--- src/rtl/ilid_pkg.sv ---
package ilid_pkg;

    // Field widths of one input beat and one result beat
    localparam int ACT_W = 3;
    localparam int POS_W = 8;
    localparam int VAL_W = 32;
    localparam int ST_W  = 2;
    localparam int CNT_W = 7;

    // Action codes
    localparam logic [ACT_W-1:0] ACT_GET      = 3'd0;
    localparam logic [ACT_W-1:0] ACT_INS_AT   = 3'd1;
    localparam logic [ACT_W-1:0] ACT_INS_HEAD = 3'd2;
    localparam logic [ACT_W-1:0] ACT_INS_TAIL = 3'd3;
    localparam logic [ACT_W-1:0] ACT_DEL_AT   = 3'd4;

    // Status codes
    localparam logic [ST_W-1:0] ST_DONE  = 2'd0;
    localparam logic [ST_W-1:0] ST_RANGE = 2'd1;
    localparam logic [ST_W-1:0] ST_FULL  = 2'd2;

    // Value returned when nothing is read
    localparam logic [VAL_W-1:0] NOT_FOUND = '1;

    typedef logic signed [VAL_W-1:0] t_value;

endpackage

--- src/rtl/ilid_cell_ram.sv ---
module ilid_cell_ram
    import ilid_pkg::*;
#(
    parameter int DEPTH = 64,
    parameter int AW    = 6
) (
    input  logic          i_clk,
    input  logic          i_we,
    input  logic [AW-1:0] i_waddr,
    input  t_value        i_wdata,
    input  logic [AW-1:0] i_raddr,
    output t_value        o_rdata
);

    t_value r_mem [DEPTH];
    t_value r_rdata;

    // Write one cell per cycle
    always_ff @(posedge i_clk) begin
        if (i_we) begin
            r_mem[i_waddr] <= i_wdata;
        end
    end

    // Register the read data
    always_ff @(posedge i_clk) begin
        r_rdata <= r_mem[i_raddr];
    end

    assign o_rdata = r_rdata;

endmodule

--- src/rtl/indexed_list_insert_delete_unit.sv ---
// Indexed list: an ordered sequence of up to CAPACITY signed 32-bit values
// held in a single-port-write, single-port-read cell memory.
// Command channel: a beat (i_action, i_position, i_value) is taken at a rising
// edge with start high and busy low. busy stays high while the action runs.
// Result channel: o_done is high for exactly one cycle with o_read_value,
// o_status and o_count; the receiver cannot stall it and must take it then.
// Steps of each action after the accepting edge:
//   get in range            one registered memory read (S_GET)
//   insert at index k       shift the cells from k to the tail up, then write at k
//   delete at index k       shift the cells above k down one place
//   ignored or rejected     result straight from idle, no memory work
// Each element moved passes through a read state and a write state, using the one
// memory port pair and the shared index step unit; that sets the rate.
// A new beat may be taken at the edge that ends the result cycle.
// Reset empties the sequence at once; the cell memory is not cleared, since
// only cells below the count are ever read.
module indexed_list_insert_delete_unit
    import ilid_pkg::*;
#(
    parameter int CAPACITY = 64
) (
    input  logic             i_clk,
    input  logic             i_rst_n,
    input  logic             start,
    output logic             busy,
    input  logic [ACT_W-1:0] i_action,
    input  logic [POS_W-1:0] i_position,
    input  t_value           i_value,
    output logic             o_done,
    output t_value           o_read_value,
    output logic [ST_W-1:0]  o_status,
    output logic [CNT_W-1:0] o_count
);

    localparam int AW    = $clog2(CAPACITY);
    localparam int UW    = $clog2(CAPACITY + 1);
    localparam int CMP_W = (UW > POS_W) ? UW : POS_W;

    localparam logic [UW-1:0] CAP_U = UW'(CAPACITY);
    localparam logic [UW-1:0] ONE_U = UW'(1);

    // Sequencer codes
    localparam logic [2:0] S_IDLE = 3'd0;
    localparam logic [2:0] S_INS  = 3'd1;
    localparam logic [2:0] S_INSW = 3'd2;
    localparam logic [2:0] S_DEL  = 3'd3;
    localparam logic [2:0] S_DELW = 3'd4;
    localparam logic [2:0] S_GET  = 3'd5;

    logic [2:0]       r_state, n_state;
    logic [UW-1:0]    r_used,  n_used;
    logic [UW-1:0]    r_k,     n_k;
    logic [UW-1:0]    r_at,    n_at;
    t_value           r_ins_val, n_ins_val;
    logic             r_done,  n_done;
    t_value           r_rd_val, n_rd_val;
    logic [ST_W-1:0]  r_status, n_status;
    logic [CNT_W-1:0] r_count,  n_count;

    logic             w_down;
    logic [UW-1:0]    w_k_adj;
    logic             w_we;
    logic [AW-1:0]    w_waddr;
    t_value           w_wdata;
    logic [AW-1:0]    w_raddr;
    t_value           w_rdata;
    logic [CMP_W-1:0] w_pos_c;
    logic [CMP_W-1:0] w_used_c;
    logic [UW-1:0]    w_ins_at;
    logic             w_ins_range;

    ilid_cell_ram #(
        .DEPTH (CAPACITY),
        .AW    (AW)
    ) u_ram (
        .i_clk   (i_clk),
        .i_we    (w_we),
        .i_waddr (w_waddr),
        .i_wdata (w_wdata),
        .i_raddr (w_raddr),
        .o_rdata (w_rdata)
    );

    // Shared index step: down for insert, up for delete
    assign w_down  = (r_state == S_INS) || (r_state == S_INSW);
    assign w_k_adj = w_down ? (r_k - ONE_U) : (r_k + ONE_U);

    assign w_pos_c  = CMP_W'(i_position);
    assign w_used_c = CMP_W'(r_used);

    // Insert target and its range check
    always_comb begin
        w_ins_at    = r_used;
        w_ins_range = 1'b0;
        case (i_action)
            ACT_INS_AT: begin
                w_ins_at    = UW'(i_position);
                w_ins_range = (w_pos_c > w_used_c);
            end
            ACT_INS_HEAD: begin
                w_ins_at = '0;
            end
            default: begin
                w_ins_at = r_used;
            end
        endcase
    end

    // Sequencer
    always_comb begin
        n_state   = r_state;
        n_used    = r_used;
        n_k       = r_k;
        n_at      = r_at;
        n_ins_val = r_ins_val;
        n_done    = 1'b0;
        n_rd_val  = r_rd_val;
        n_status  = r_status;
        n_count   = r_count;
        w_we      = 1'b0;
        w_waddr   = r_k[AW-1:0];
        w_wdata   = w_rdata;
        w_raddr   = w_k_adj[AW-1:0];

        case (r_state)
            S_IDLE: begin
                w_raddr = AW'(i_position);
                if (start) begin
                    n_rd_val = NOT_FOUND;
                    n_status = ST_RANGE;
                    n_count  = CNT_W'(r_used);
                    case (i_action)
                        ACT_GET: begin
                            if (w_pos_c < w_used_c) begin
                                n_state = S_GET;
                            end else begin
                                n_done = 1'b1;
                            end
                        end
                        ACT_INS_AT, ACT_INS_HEAD, ACT_INS_TAIL: begin
                            if (w_ins_range) begin
                                n_done = 1'b1;
                            end else if (r_used >= CAP_U) begin
                                n_status = ST_FULL;
                                n_done   = 1'b1;
                            end else begin
                                n_k       = r_used;
                                n_at      = w_ins_at;
                                n_ins_val = i_value;
                                n_state   = S_INS;
                            end
                        end
                        ACT_DEL_AT: begin
                            if (w_pos_c >= w_used_c) begin
                                n_done = 1'b1;
                            end else begin
                                n_k     = UW'(i_position);
                                n_state = S_DEL;
                            end
                        end
                        default: begin
                            n_done = 1'b1;
                        end
                    endcase
                end
            end

            S_GET: begin
                n_rd_val = w_rdata;
                n_status = ST_DONE;
                n_done   = 1'b1;
                n_state  = S_IDLE;
            end

            // Move cells up from the tail until the gap reaches the target
            S_INS: begin
                if (r_k > r_at) begin
                    n_state = S_INSW;
                end else begin
                    w_we     = 1'b1;
                    w_waddr  = r_at[AW-1:0];
                    w_wdata  = r_ins_val;
                    n_used   = r_used + ONE_U;
                    n_count  = CNT_W'(r_used + ONE_U);
                    n_status = ST_DONE;
                    n_done   = 1'b1;
                    n_state  = S_IDLE;
                end
            end

            S_INSW: begin
                w_we    = 1'b1;
                n_k     = w_k_adj;
                n_state = S_INS;
            end

            // Move cells down over the removed one
            S_DEL: begin
                if (w_k_adj < r_used) begin
                    n_state = S_DELW;
                end else begin
                    n_used   = r_used - ONE_U;
                    n_count  = CNT_W'(r_used - ONE_U);
                    n_status = ST_DONE;
                    n_done   = 1'b1;
                    n_state  = S_IDLE;
                end
            end

            S_DELW: begin
                w_we    = 1'b1;
                n_k     = w_k_adj;
                n_state = S_DEL;
            end

            default: begin
                n_state = S_IDLE;
            end
        endcase
    end

    // Control registers
    always_ff @(posedge i_clk) begin
        if (!i_rst_n) begin
            r_state <= S_IDLE;
            r_used  <= '0;
            r_done  <= 1'b0;
        end else begin
            r_state <= n_state;
            r_used  <= n_used;
            r_done  <= n_done;
        end
    end

    // Payload registers
    always_ff @(posedge i_clk) begin
        r_k       <= n_k;
        r_at      <= n_at;
        r_ins_val <= n_ins_val;
        r_rd_val  <= n_rd_val;
        r_status  <= n_status;
        r_count   <= n_count;
    end

    assign busy         = (r_state != S_IDLE);
    assign o_done       = r_done;
    assign o_read_value = r_rd_val;
    assign o_status     = r_status;
    assign o_count      = r_count;

endmodule

--- config.mk ---
export PLATFORM = sky130hd
export DESIGN_NAME = indexed_list_insert_delete_unit
export DESIGN_NICKNAME = d
export VERILOG_FILES = /design/src/rtl/ilid_pkg.sv /design/src/rtl/ilid_cell_ram.sv /design/src/rtl/indexed_list_insert_delete_unit.sv
export SDC_FILE = /design/constraint.sdc
export NUM_CORES = 2
export LEC_CHECK = 0
export BUFFER_PORTS_ARGS = -buffer_cell sky130_fd_sc_hd__buf_2
export CAP_MARGIN = 0
export CORE_MARGIN = 4
export CORE_UTILIZATION = 42
export DETAILED_ROUTE_END_ITERATION = 6
export PLACE_DENSITY = 0.56
export SLEW_MARGIN = 20
export SYNTH_ARGS = -nofsm -noshare
export SYNTH_HDL_FRONTEND = slang
export SYNTH_SLANG_ARGS = --single-unit
--- constraint.sdc ---
create_clock -name i_clk -period 7.42 [get_ports i_clk]
set_clock_uncertainty 0.15 [all_clocks]
set_input_delay 0.371 -clock i_clk [delete_from_list [all_inputs] [get_ports i_clk]]
set_output_delay 0.371 -clock i_clk [all_outputs]
set_load 0.01 [all_outputs]
; Yosys cells after proc, flatten, opt, wreduce, memory -nomap -nowiden
; Memories as Yosys holds them, arrays and structs flattened. A register that Yosys moved wholly into a read port is not among the register bits.
; Index checks and enable logic that the tools add are counted.
[word_totals]
register_bits = 98
mem_bits_rw = 2048
in_bits = 46
output_inout_bits = 43
elab_cells = 107
mem_count = 1
[op_classes]
n_addsub = 4
magnitude_cmp = 6
eq_ne = 18
n_mux = 49
n_bitwise = 2
n_reduce_logical = 18
[mem_list]
columns = name, depth, word_bits, read_ports, rd_clocked_by_memory_dff, write_ports, line
row1 = u_ram.r_mem, 64, 32, 1, 1, 1, ilid_cell_ram.sv:15  ; t_value r_mem [DEPTH];
[ops]
columns = cell, count
row1 = $mux 32, 3
row2 = $pmux 32 s2, 1
row3 = $mux 7, 8
row4 = $pmux 7 s2, 4
row5 = $pmux 7 s3, 1
row6 = $mux 3, 6
row7 = $mux 6, 3
row8 = $pmux 3 s5, 1
row9 = $add 7x1->7 const B, 2
row10 = $mux 2, 7
row11 = $sub 7x1->7 const B, 2
row12 = $eq 3x2->1 const B, 4
row13 = $ne 3x3->1 const B, 4
row14 = $reduce_and 6->1, 2
row15 = $mux 1, 10
row16 = $eq 3x3->1 const B, 3
row17 = $pmux 3 s3, 1
row18 = $ge 8x7->1, 1
row19 = $gt 8x7->1, 1
row20 = $lt 8x7->1, 1
row21 = $pmux 2 s4, 1
row22 = $reduce_and 4->1, 2
row23 = $ge 7x7->1 const B, 1
row24 = $gt 7x7->1, 1
row25 = 19 further kinds, 27

; Logic depth before layout (Yosys ltp)
[logic_depth]
ltp_word = 6
depth_mapped = 18
ltp_nobuf = 16

; By module
; A second synthesis with hierarchy kept.
[hier_totals]
hier_cells = 3794
hier_area_um2 = 83888.0
[by_module_without_submodules]
columns = mod, instances, cells_per_inst, area_each_um2, seq_area_each_um2
row1 = ilid_cell_ram, 1, 3323, 78505.3, 62139.6
row2 = indexed_list_insert_delete_unit, 1, 471, 5382.7, 2832.7

; Worst setup path before layout
; OpenSTA, ideal clock, no wires.
[synth_path]
path_type = reg-to-reg
startpoint = register r_used[5]
endpoint = register r_at[0] (enable)
setup_ns = 0.533
arrival_time_ns = 5.530
required_ns = 6.737
setup_slack_ns = 1.207
path_stages_with_launch = 9
n_path_buf = 1
period_less_slack_ns = 6.213
path_cell_list = dfxtp_1 > clkbuf_1 > inv_1 > ha_1 > a21o_1 > a211oi_1 > a21oi_1 > o21ba_2 > nor4_1
[synth_via]
elab_chain_cells = 4
word_cells_on_any_way = 6
cone_classes = 2 x order compare / 1 x mux / 2 x bitwise / 1 x reduce/logical
[synth_rtl]
columns = element, line
row1 = "start, declared", indexed_list_insert_delete_unit.sv:51  ; logic [UW-1:0] r_used, n_used;
row2 = "start signal, assigned", indexed_list_insert_delete_unit.sv:230  ; r_used <= n_used;
row3 = $gt 8x7->1, indexed_list_insert_delete_unit.sv:98  ; w_ins_range = (w_pos_c > w_used_c);
row4 = $mux 1, indexed_list_insert_delete_unit.sv:95  ; case (i_action)
row5 = $not 1->1 (no line), --
row6 = $reduce_and 5->1 (no line) *, --
row7 = "end signal, assigned", indexed_list_insert_delete_unit.sv:238  ; r_at <= n_at;
row8 = "end, declared", indexed_list_insert_delete_unit.sv:53  ; logic [UW-1:0] r_at, n_at;
; Every way passes the cells marked *; elsewhere a longest branch is shown, timed or not.
; A chain may end at the register's enable or synchronous reset.

; Worst setup path after layout
[layout_path]
startpoint = register r_state[0]
endpoint = register u_ram.r_rdata[21], in the netlist u_ram.o_rdata[21] (read register of u_ram.r_mem)
[layout_via]
elab_chain_cells = 4
word_cells_on_any_way = 6
cone_classes = 2 x eq/ne / 2 x mux / 2 x reduce/logical
[layout_rtl]
columns = element, line
row1 = "start, declared", indexed_list_insert_delete_unit.sv:50  ; logic [2:0] r_state, n_state;
row2 = "start signal, assigned", indexed_list_insert_delete_unit.sv:229  ; r_state <= n_state;
row3 = $eq 3x1->1 / $eq 3x2->1 (equally long branches), indexed_list_insert_delete_unit.sv:85  ; assign w_down = (r_state == S_INS) || (r_state == S_INSW);
row4 = $logic_or 1x1->1, indexed_list_insert_delete_unit.sv:85
row5 = $mux 7, indexed_list_insert_delete_unit.sv:86  ; assign w_k_adj = w_down ? (r_k - ONE_U) : (r_k + ONE_U);
row6 = $mux 6 *, indexed_list_insert_delete_unit.sv:125  ; case (r_state)
row7 = "end, declared", ilid_cell_ram.sv:16  ; t_value r_rdata;
; Marks and branches as above.

==> impl_metrics.env <==
export IMPL_status="finished, final reports clean"
export IMPL_min_path_cells=2
export IMPL_grt_pass1_wl_um=364000
export IMPL_synth_top_area_cell="edfxtp_1"
export IMPL_worst_setup_path_endpoint="u_ram.o_rdata[21]"
export IMPL_clock_path_buffers=3
export IMPL_dpl_cell_count=8186
export IMPL_r2r_cells=16
export IMPL_cp_depth=16
export IMPL_r2r_slack_ns=1.55
export IMPL_yosysMostFrequentCell="edfxtp_1"
export IMPL_synth_area_leaders="edfxtp_1, nand2_1, mux4_2"
export IMPL_fin_crit_ns=5.87
export IMPL_synthDistinctLibCells=70
export IMPL_cts_resized=0
export IMPL_path_cells="buf_4, xnor2_1, nor2_1, inv_1, fa_1, o31ai_4, buf_4, nand2_8, buf_12, buf_12, a211oi_1, a211oi_1, o21ai_0, nand3_1, o32ai_1, nor3_2"
export IMPL_grt_pass1_vias=47891
export IMPL_fp_coreArea_sq_mm=0.205
export IMPL_grt_max_degree=122
export IMPL_crit_path_end_kind="register"
export IMPL_numCtsBuffers=217
export IMPL_critPathMaxStageDelay_ns=0.73
export IMPL_dpl_hpwl_um=150000
export IMPL_slew_violations=0
export IMPL_synth_async_reset_ratio_pct=0
export IMPL_critical_path_startpoint="r_state[0]"
export IMPL_die_h_um=461
export IMPL_drt_iter0_drc=7124
export IMPL_start_util_pct=42.2
export IMPL_rows=166
export IMPL_r2r_start="r_state[0]"
export IMPL_area_delta_synth_final_pct=15.0
export IMPL_clk_pin_slew_ns=0.06
export IMPL_totalWireLength_um=256000
export IMPL_yosysWarningCount=0
export IMPL_crit_type="reg2reg"
export IMPL_first_pass_iters=7
export IMPL_drive_above_1_share_pct=15.9
export IMPL_leakagePower_uw=0.0327
export IMPL_port_buffers=88
export IMPL_setup_violations=0
export IMPL_netlist_area_leader_share_pct=74.3
export IMPL_fin_setup_tns_ns=0
export IMPL_maxCapViolCount=0
export IMPL_syn_area_sq_mm=0.0863
export IMPL_drc=0
export IMPL_wl_per_cell_um=29.6
export IMPL_htree_num_levels=4
export IMPL_ys_ff_latch=2178
export IMPL_relSlewSlack_pct=18.6
export IMPL_grt_ovfl_total=0
export IMPL_avgSynthCellArea_sq_um=15.4
export IMPL_rr_endpoint="u_ram.o_rdata[21]"
export IMPL_grtUsageTotal_pct=23.7
export IMPL_critPathRequiredTime_ns=7.98
export IMPL_path_max_fanout=92
export IMPL_cts_root_buf="clkbuf_16"
export IMPL_dieArea_sq_mm=0.213
export IMPL_postSynthCellCount=5598
export IMPL_synth_edf_count=2135
export IMPL_crit_arrival_ns=6.43
export IMPL_holdBufCountCts=43
export IMPL_clkLatencyLatePin_ns=0.87
export IMPL_cts_tree="built"
export IMPL_synth_ff_type="edfxtp_1"
export IMPL_synth_common_cells="edfxtp_1, nand2_1, nand3_1"
export IMPL_tightest_slew_ns=1.22
export IMPL_clock_fmax_mhz=170
export IMPL_final_cells=8643
export IMPL_hold_path_class="in2reg"
export IMPL_rsz0062_at_grt="false"
export IMPL_worstPathBufferInverterCount=5
export IMPL_cts_num_sinks=2178
export IMPL_finalHoldViolCount=0
export IMPL_post_cts_buffers=0
export IMPL_cpMaxStageDelayCell="o21ai_0"
export IMPL_vias_per_cell=5.94
export IMPL_place_gp_congestion=0.871
export IMPL_io_pins=89
export IMPL_fin_crit_sh_pct=79.1
export IMPL_seq_area_frac_synth_pct=75.3
export IMPL_antenna_left=0
export IMPL_fin_total_pwr_uw=34500
export IMPL_pwr_density_cell_mw_per_mm2=348
export IMPL_cp_start_kind="register"
export IMPL_final_nets=5841
export IMPL_antenna_found_initial=14
export IMPL_vias=51361
export IMPL_die_x_um=461
export IMPL_cp_top_family="compound AO/OA/AOI/OAI gates"
export IMPL_synth_fp_nets=5673
export IMPL_ir_drop_mv=0.311
logic make-up (layout without fill, tap and decap cells):
group | after synthesis | count (layout) | share of synthesized area, %
compound gates | 605 | 605 | 4.94
mux | 324 | 324 | 6.19
simple gates | 2052 | 2052 | 10.8
buf+inv | 392 | 743 | 2.23
other cells | 0 | 6 | 0
flops | 2178 | 2178 | 75.3
fa+ha+maj | 29 | 29 | 0.429
xor+xnor | 18 | 18 | 0.183
per-layer routing:
metal	global-route usage [%]	part of all wire (%)	vias to the layer above
met3	3.93	9.1	313
met5	0	0.0031	-
li1	-	-	21928
met4	7.06	2.9	2
met2	34.1	44	2469
met1	36.8	44	26649
power breakdown:
group	switching [uW]	internal, uW
clock network	4670	6300
logic	6000	1670
registers	269	15600
metrics by stage:
step	worst slack (ns)	hold slack [ns]	utilization (%)	instance area, sq um
finish	1.55	0.0755	48.5	99300
global route	1.34	0.0341	48.5	99200
CTS	1.61	0.00260	48.4	99100
detailed placement	1.62	0.399	44.8	91600
global placement	1.48	0.397	44.2	90400
floorplan	1.21	0.320	-	86300
layout make-up:
class,count,area [sq um]
Clock buffer,296,5910
Clock inverter,106,1170
Inverter,28,105
Multi-Input combinational cell,3028,20400
Sequential cell,2178,65000
Antenna cell,6,15.0
Timing Repair Buffer,313,3340
Tap cell,2688,3360
Fill cell,17181,105000
cells in the final DEF, fill, tap and decap left out, drive strengths merged, types with 100 or more instances in the layout:
master / netlist / layout
edfxtp: 2135 / 2135
nand2: 1113 / 1113
nand3: 513 / 513
clkbuf: 158 / 296
buf: 206 / 270
mux4: 166 / 166
mux2i: 158 / 158
and3: 132 / 132
a21oi: 129 / 129
nor2: 107 / 107
a211oi: 100 / 100
worst min-delay path by stage:
stage	from	endpoint	slack, ns
detailed placement	i_value[1]	r_ins_val[1]	0.40
CTS	i_value[19]	r_ins_val[19]	0.003
global placement	i_value[30]	r_ins_val[30]	0.40
finish	i_value[24]	r_ins_val[24]	0.08
floorplan	i_value[0]	r_ins_val[0]	0.32
global route	i_value[1]	r_ins_val[1]	0.03
registers in the layout, indices dropped and copies added (netlist names):
signal         cells
u_ram.r_mem     2048
o_read_value      32
r_ins_val         32
u_ram.o_rdata     32
o_count            7
r_at               7
r_k                7
r_used             7
r_state            3
o_status           2
o_done             1
Note: power is estimated with default switching activity, not from simulation.
